**config.mk**
```make
export PLATFORM = sky130hd
export DESIGN_NAME = next_representable_ext80
export DESIGN_NICKNAME = d
export VERILOG_FILES = /design/src/nrx_pkg.sv /design/src/next_representable_ext80.sv
export VERILOG_INCLUDE_DIRS = /design/src /design/src/src
export SDC_FILE = /design/constraint.sdc
export NUM_CORES = 1
export LEC_CHECK = 0
export ABC_AREA = 1
export BUFFER_PORTS_ARGS = -buffer_cell sky130_fd_sc_hd__clkbuf_2
export CAP_MARGIN = 20
export CORE_AREA = 8 8 164 166
export DETAILED_ROUTE_END_ITERATION = 6
export DIE_AREA = 0 0 172 174
export PLACE_DENSITY = 0.84
export SYNTH_ARGS = -nofsm -noshare
export SYNTH_HDL_FRONTEND = slang
export SYNTH_SLANG_ARGS = --single-unit
```
**constraint.sdc**
```tcl
create_clock -name clk -period 11.95 [get_ports clk]
set_input_delay 1.195 -clock clk [delete_from_list [all_inputs] [get_ports clk]]
set_output_delay 1.195 -clock clk [all_outputs]
set_load 0.02 [all_outputs]
```
**src/next_representable_ext80_assert.svh**
```systemverilog
// Assertion macros for the next-representable block
`ifndef NEXT_REPRESENTABLE_EXT80_ASSERT_SVH
`define NEXT_REPRESENTABLE_EXT80_ASSERT_SVH

`define NRX_ASSERT_CLK(lbl, prop, msg) \
  lbl: assert property (@(posedge clk) disable iff (!rst_n) (prop)) else $error(msg);

`define NRX_ASSERT_RST(lbl, prop, msg) \
  lbl: assert property (@(posedge clk) (prop)) else $error(msg);

`endif

```
**src/nrx_pkg.sv**
```systemverilog
package nrx_pkg;
  localparam logic [14:0] ExpMax   = 15'h7fff;
  localparam logic [15:0] DnanSe   = 16'hffff;
  localparam logic [63:0] DnanSig  = 64'hC000000000000000;
  localparam logic [62:0] Low63    = {63{1'b1}};
  localparam logic [63:0] QuietBit = 64'h4000000000000000;
  localparam logic [63:0] IntBit   = 64'h8000000000000000;

  typedef struct packed {
    logic [15:0] sign_exp;
    logic [63:0] significand;
    logic        underflow;
    logic        overflow;
  } nrx_res_t;
endpackage

```
**src/next_representable_ext80.sv**
```systemverilog
// next_representable_ext80: neighbour of x toward y for x87 80-bit extended values.
// Input channel: in_valid / in_stall with x and y as sign-exponent word and
// 64-bit significand. A transfer happens when in_valid is high and in_stall low.
// Result channel: out_valid / out_stall with result word, significand and the
// underflow and overflow flags; out_stall from the receiver holds the result.
// Timing: out_valid rises in the cycle after the input transfer, through a single
// register stage after the stepping logic (compare, 64-bit increment or
// decrement, exponent carry).
// Throughput: one item per cycle; in_stall follows out_stall only when the
// result register is full and stalled.
// Reset: rst_n low clears out_valid; no result is pending afterwards.
// Stall: a valid result holds its value in the result register while out_stall is high, and
// a new transfer is taken in the same cycle the old result leaves.
// The block keeps no state between items.
module next_representable_ext80 (
  input  logic        clk,
  input  logic        rst_n,
  input  logic        in_valid,
  output logic        in_stall,
  input  logic [15:0] in_x_sign_exp,
  input  logic [63:0] in_x_significand,
  input  logic [15:0] in_y_sign_exp,
  input  logic [63:0] in_y_significand,
  output logic        out_valid,
  input  logic        out_stall,
  output logic [15:0] out_result_sign_exp,
  output logic [63:0] out_result_significand,
  output logic        out_underflow_flag,
  output logic        out_overflow_flag
);
  import nrx_pkg::*;
  `include "next_representable_ext80_assert.svh"

  logic     valid_r;
  nrx_res_t res_r, res_nxt;
  logic     take;

  logic [14:0] xe, ye, ex, ey, e;
  logic        xinv, yinv, xnan, ynan, xz, yz, xn, yn;
  logic        mag_lt, mag_eq, val_eq, val_gt, shrink;
  logic [63:0] xs, ys, rs;

  assign in_stall = valid_r && out_stall;
  assign take     = in_valid && !in_stall;

  always_comb begin
    xs   = in_x_significand;
    ys   = in_y_significand;
    xe   = in_x_sign_exp[14:0];
    ye   = in_y_sign_exp[14:0];
    xn   = in_x_sign_exp[15];
    yn   = in_y_sign_exp[15];
    xinv = (xe != '0) && !xs[63];
    yinv = (ye != '0) && !ys[63];
    xnan = (xe == ExpMax) && (xs[62:0] != '0);
    ynan = (ye == ExpMax) && (ys[62:0] != '0);
    xz   = (xs == '0);
    yz   = (ys == '0);
    ex   = (xe == '0 && xs[63]) ? 15'd1 : xe;
    ey   = (ye == '0 && ys[63]) ? 15'd1 : ye;
    mag_eq = (ex == ey) && (xs == ys);
    mag_lt = (ex < ey) || ((ex == ey) && (xs < ys));
    val_eq = (xz && yz) || (!xz && !yz && xn == yn && mag_eq);
    if (xz)          val_gt = yn;
    else if (yz)     val_gt = !xn;
    else if (xn != yn) val_gt = !xn;
    else             val_gt = xn ? mag_lt : !mag_lt;
    shrink = (!xn && val_gt) || (xn && !val_gt);
    e  = ex;
    rs = xs;
    if (shrink) begin
      rs = xs - 64'd1;
      if (rs[62:0] == Low63 && !rs[63]) begin
        e = ex - 15'd1;
        if (e != '0) rs = rs | IntBit;
      end
    end else begin
      rs = xs + 64'd1;
      if (rs[62:0] == '0) begin
        rs = IntBit;
        e  = ex + 15'd1;
      end
    end
    res_nxt = '0;
    if (xinv || yinv) begin
      res_nxt.sign_exp    = DnanSe;
      res_nxt.significand = DnanSig;
    end else if (xnan || ynan) begin
      if (xnan && (!ynan || xs >= ys)) begin
        res_nxt.sign_exp    = in_x_sign_exp;
        res_nxt.significand = xs | QuietBit;
      end else begin
        res_nxt.sign_exp    = in_y_sign_exp;
        res_nxt.significand = ys | QuietBit;
      end
    end else if (val_eq) begin
      res_nxt.sign_exp    = in_y_sign_exp;
      res_nxt.significand = ys;
    end else begin
      if (xz) begin
        res_nxt.sign_exp    = {yn, 15'd0};
        res_nxt.significand = 64'd1;
      end else begin
        res_nxt.sign_exp    = {xn, e};
        res_nxt.significand = rs;
      end
      res_nxt.underflow = (res_nxt.sign_exp[14:0] == '0);
      res_nxt.overflow  = (res_nxt.sign_exp[14:0] == ExpMax);
    end
  end

  always_ff @(posedge clk) begin
    if (!rst_n) begin
      valid_r <= 1'b0;
    end else if (!in_stall) begin
      valid_r <= in_valid;
    end
  end

  always_ff @(posedge clk) begin
    if (take) begin
      res_r <= res_nxt;
    end
  end

  assign out_valid              = valid_r;
  assign out_result_sign_exp    = res_r.sign_exp;
  assign out_result_significand = res_r.significand;
  assign out_underflow_flag     = res_r.underflow;
  assign out_overflow_flag      = res_r.overflow;

  `NRX_ASSERT_RST(a_rst_empty, !rst_n |=> !out_valid, "result valid after reset")
  `NRX_ASSERT_CLK(a_take_fill, take |=> out_valid, "accepted item not presented")
  `NRX_ASSERT_CLK(a_hold, (out_valid && out_stall) |=> ($stable(res_r) && out_valid),
    "stalled result changed")
  `NRX_ASSERT_CLK(a_flags, out_valid |-> !(out_underflow_flag && out_overflow_flag),
    "both flags set")
endmodule

```
==> run summary <==
SETUP PATH
---------------------------------------------------------------------------------------
Arr. time, crit path .....................................................      5.55 ns
Kind of capture point of the worst setup path ............................     register
Launching instance or port of the critical path .......................... in_x_significand[0]
Data required time at the worst endpoint .................................     12.08 ns
Category of the critical setup timing path ............................... primary input to register
Flop2flop setup slack ....................................................     10.20 ns
Reg-to-Reg End ........................................................... out_result_significand[58]$_SDFFCE_PP0P_
R2R Path Start ........................................................... out_valid$_SDFFE_PN0N_
Cell count of the worst reg-to-reg path ..................................            5
Capturing element of the worst setup path ................................ out_result_significand[30]$_SDFFCE_PP0P_
Worst Path Max Fanout ....................................................           46
Critical path launch point type .......................................... primary input

DETAILED ROUTING
---------------------------------------------------------------------------------------
Detailed Routing Iterations Pass 1 .......................................            7
Number of violations reported at the end of detailed-routing iteration 0 .         3113
Vias after detailed routing ..............................................        19100
Antenna-violating nets left ..............................................            0
Vias per Instance ........................................................         6.33
Total Routed Length ......................................................     68500 um
DR WL/cell ...............................................................      22.7 um
Count of unresolved DRC violations after routing .........................            5

STA
---------------------------------------------------------------------------------------
Count of endpoints failing hold in the final timing report ...............            0
PnR worst setup slack ....................................................      6.53 ns
TNS Setup ................................................................         0 ns
FMAX .....................................................................      184 MHz
RSZ-0062 raised after global routing .....................................        false
Pin slew with the least headroom to its limit ............................      1.05 ns
Pins over their slew limit ...............................................            0
Crit share post-route ....................................................        45.4%
Total of endpoints with negative setup slack in the final report .........            0
Final critical-path required period ......................................      5.42 ns
Largest clock skew in the final design ...................................    0.0167 ns
Max_slew headroom ........................................................        29.7%

SYNTHESIS
---------------------------------------------------------------------------------------
Yosys Warn Count .........................................................            0
Post-synth cell types ....................................................           51
Post-synthesis sequential area ratio .....................................        17.4%
Post-synth top area share ................................................        24.2%
Biggest area contributors in the synthesized netlist ..................... sky130_fd_sc_hd__nand2_1 (24%), sky130_fd_sc_hd__edfxtp_1 (17%), sky130_fd_sc_hd__nor2_1 (9.9%)
Commonest cells post-synth ............................................... sky130_fd_sc_hd__nand2_1 (920), sky130_fd_sc_hd__nor2_1 (378), sky130_fd_sc_hd__inv_1 (235)
Syn_nets .................................................................         2758
Post-synthesis async set-or-reset flop share .............................           0%
Mean post-synth cell area ................................................   5.68 sq um
Commonest register cell after synthesis .................................. sky130_fd_sc_hd__edfxtp_1
Cell with the most instances after synthesis ............................. sky130_fd_sc_hd__nand2_1
Cells after synthesis ....................................................         2515
Number of synthesized register bits ......................................           83
Cell type with the largest total area after synthesis .................... sky130_fd_sc_hd__nand2_1
Netlist Area Pre-Place ...................................................  14300 sq um
Number of enable-type register cells in the synthesized netlist ..........           82

CTS
---------------------------------------------------------------------------------------
Clock transition at the registers of the reported paths ..................      0.09 ns
Clock tree from TritonCTS ................................................        built
Num Clock Sinks ..........................................................           83
CTS Buffer Depth .........................................................            2
Number of buffers created by CTS .........................................            9
CTS H-tree lvls ..........................................................            3
Root buffer cell ......................................................... sky130_fd_sc_hd__clkbuf_16
Resized cells post-CTS ...................................................            0
Clk_lat worst skew .......................................................      0.38 ns
Quantity of hold-fixing buffers added after cts ..........................            0
Number of setup buffers added after CTS ..................................            0

RUN STATUS
---------------------------------------------------------------------------------------
Violations in the final reports ..........................................          DRC
Run status ............................................................... finished with violations

FINAL LAYOUT
---------------------------------------------------------------------------------------
Layout cells sized above 1 ...............................................        13.4%
Sequential Area ..........................................................   2480 sq um
Net total in the final layout ............................................         2930
Count of inserted antenna diode cells ....................................            0
Layout-stage area growth over the synthesis result .......................        11.7%
Count of fill cells added during filler insertion ........................         2414
Area occupied by multi-input gates .......................................  10500 sq um

GLOBAL ROUTING
---------------------------------------------------------------------------------------
Number of antenna violations at the first check in global routing ........            0
First-pass GRT wire length ...............................................    101000 um
Overall Global Routing Usage .............................................        43.9%
Number of global-route vias before repair ................................        17700
Congestion Overflow GR ...................................................            0
Maximum number of pins on one net before global-route repair .............           84

FLOW RUN
---------------------------------------------------------------------------------------
Count of max-cap constraint violations ...................................            0

POWER AND IR DROP
---------------------------------------------------------------------------------------
Net switching power ......................................................     0.481 mW
Share of total power in sequential cells .................................        31.8%
Switching part of the total ..............................................        43.5%
Internal power consumption ...............................................     0.624 mW
Areal power density over the cells ....................................... 69.2 nW/um^2
Share of power burned in combinational logic .............................        39.7%
Proportion of power drawn by the clock network ...........................        28.5%
Maximum vdd drop .........................................................  0.0000577 V
Leak .....................................................................      7.58 nW

FLOORPLAN
---------------------------------------------------------------------------------------
Width of the die .........................................................       172 um
Core Rows ................................................................           58
Starting density of the core .............................................        58.3%
IO Pins ..................................................................          248
Core Box Area ............................................................  24500 sq um
Floorplan die height .....................................................       174 um
DIE AREA .................................................................  29900 sq um

PLACE
---------------------------------------------------------------------------------------
Port Buffers .............................................................          247
Hpwl dp ..................................................................     54500 um
Weighted congestion at the end of routability-driven global placement ....         1.13
Pre-CTS setup slack ......................................................      6.38 ns

WORST HOLD PATH
---------------------------------------------------------------------------------------
Type of the most critical hold path ...................................... register to register
Count of cells along the worst hold path .................................            2

flip-flops by register name, summed over array words and instances (netlist names):
name / cells
out_result_significand: 64
out_result_sign_exp: 16
out_overflow_flag: 1
out_underflow_flag: 1
out_valid: 1
cell type report:
type / count / area share, %
clock inverters: 7 / 0.509
flip-flops and latches: 83 / 15.5
inverters: 248 / 5.83
well taps: 330 / 2.59
repair buffers: 258 / 8.39
multi-input cells: 2087 / 65.7
clock buffers: 9 / 1.41
cells by family (layout without fill, tap and decap cells):
group | Yosys count | count (layout) | synth area share (%)
buffers and inverters | 345 | 522 | 9.53
xor gates and xnor gates | 75 | 75 | 4.60
adders and majority gates | 79 | 79 | 6.92
DFF | 83 | 83 | 17.4
and+or+nand+nor | 1652 | 1652 | 49.4
AOI/OAI and AO/OA | 281 | 281 | 12.2
critical path: stages:
cell	delay (ns)
sky130_fd_sc_hd__clkbuf_2	0.26
sky130_fd_sc_hd__inv_2	0.20
sky130_fd_sc_hd__ha_1	0.34
sky130_fd_sc_hd__nand2_2	0.20
sky130_fd_sc_hd__nor2_8	0.20
sky130_fd_sc_hd__nand3_1	0.23
sky130_fd_sc_hd__nor3_1	0.23
sky130_fd_sc_hd__nand3_1	0.14
sky130_fd_sc_hd__nor2_1	0.53
sky130_fd_sc_hd__nand2_1	0.20
sky130_fd_sc_hd__nand2_2	0.60
sky130_fd_sc_hd__buf_4	0.54
sky130_fd_sc_hd__nand2_1	0.14
sky130_fd_sc_hd__nand3_1	0.14
sky130_fd_sc_hd__o21ai_0	0.12
sky130_fd_sc_hd__a32o_1	0.25
worst min-delay path by stage:
stage | startpoint | endpoint | slack (ns)
after floorplan | out_valid$_SDFFE_PN0N_ | out_valid$_SDFFE_PN0N_ | 0.56
after global placement | out_valid$_SDFFE_PN0N_ | out_valid$_SDFFE_PN0N_ | 0.48
after detailed placement | out_valid$_SDFFE_PN0N_ | out_valid$_SDFFE_PN0N_ | 0.51
after CTS | out_valid$_SDFFE_PN0N_ | out_valid$_SDFFE_PN0N_ | 0.52
after global routing | out_valid$_SDFFE_PN0N_ | out_valid$_SDFFE_PN0N_ | 0.56
final | out_valid$_SDFFE_PN0N_ | out_valid$_SDFFE_PN0N_ | 0.52
routing by layer:
metal	vias to the layer above	wire [um]	GRT usage (%)
met2	1705	28200	64.3
met1	8483	23900	54.4
li1	8594	-	-
met5	-	0	0
met3	345	11100	13.2
met4	0	5330	29.3
cells in the final DEF, fill, tap and decap left out, types with 3 or more instances in the layout:
cell                        count
sky130_fd_sc_hd__and2_1         4
sky130_fd_sc_hd__xnor2_1        8
sky130_fd_sc_hd__nand3_4        3
sky130_fd_sc_hd__edfxtp_1      82
sky130_fd_sc_hd__o2111ai_1      6
sky130_fd_sc_hd__nor2_2        29
sky130_fd_sc_hd__nand3_2        3
sky130_fd_sc_hd__o211ai_1      25
sky130_fd_sc_hd__ha_1          79
sky130_fd_sc_hd__and3_1         3
sky130_fd_sc_hd__clkbuf_2     247
sky130_fd_sc_hd__clkbuf_16      9
sky130_fd_sc_hd__nor2_4        19
sky130_fd_sc_hd__o22ai_1       23
sky130_fd_sc_hd__nand2_2       13
sky130_fd_sc_hd__o21ai_0      117
sky130_fd_sc_hd__a32o_1        36
sky130_fd_sc_hd__nor4_1        28
sky130_fd_sc_hd__nor2_8         3
sky130_fd_sc_hd__nor2_1       376
sky130_fd_sc_hd__buf_4         10
sky130_fd_sc_hd__a21oi_1       53
sky130_fd_sc_hd__inv_2          9
sky130_fd_sc_hd__inv_1        235
sky130_fd_sc_hd__o21bai_1       3
sky130_fd_sc_hd__nor3_1        28
sky130_fd_sc_hd__nand2_1      918
sky130_fd_sc_hd__xor2_1        67
sky130_fd_sc_hd__o21ai_1        5
sky130_fd_sc_hd__nand3_1      147
sky130_fd_sc_hd__nand3b_1       7
sky130_fd_sc_hd__nand4_1       64
sky130_fd_sc_hd__clkinv_1       4
per-stage QoR:
stage | cells | hold slack, ns | area [sq um] | total power, mW | util [%]
floorplan | 2515 | 0.561 | 14300 | 0.621 | -
global route | 3022 | 0.560 | 16000 | 1.14 | 65.1
detailed placement | 3005 | 0.514 | 15600 | 0.774 | 63.7
finish | 3022 | 0.520 | 16000 | 1.11 | 65.1
global placement | 3005 | 0.477 | 15600 | 0.762 | 63.7
CTS | 3021 | 0.525 | 15900 | 1.08 | 65.0
power by group through the flow:
stage                     combinational [mW]  clock, mW  sequential, mW
final                                  0.439      0.314           0.351
after global placement                 0.405          0           0.357
after CTS                              0.419      0.309           0.351
after detailed placement               0.417          0           0.358
after floorplan                        0.239          0           0.382
after global routing                   0.470      0.318           0.353
(Power assumes the default switching activity.)
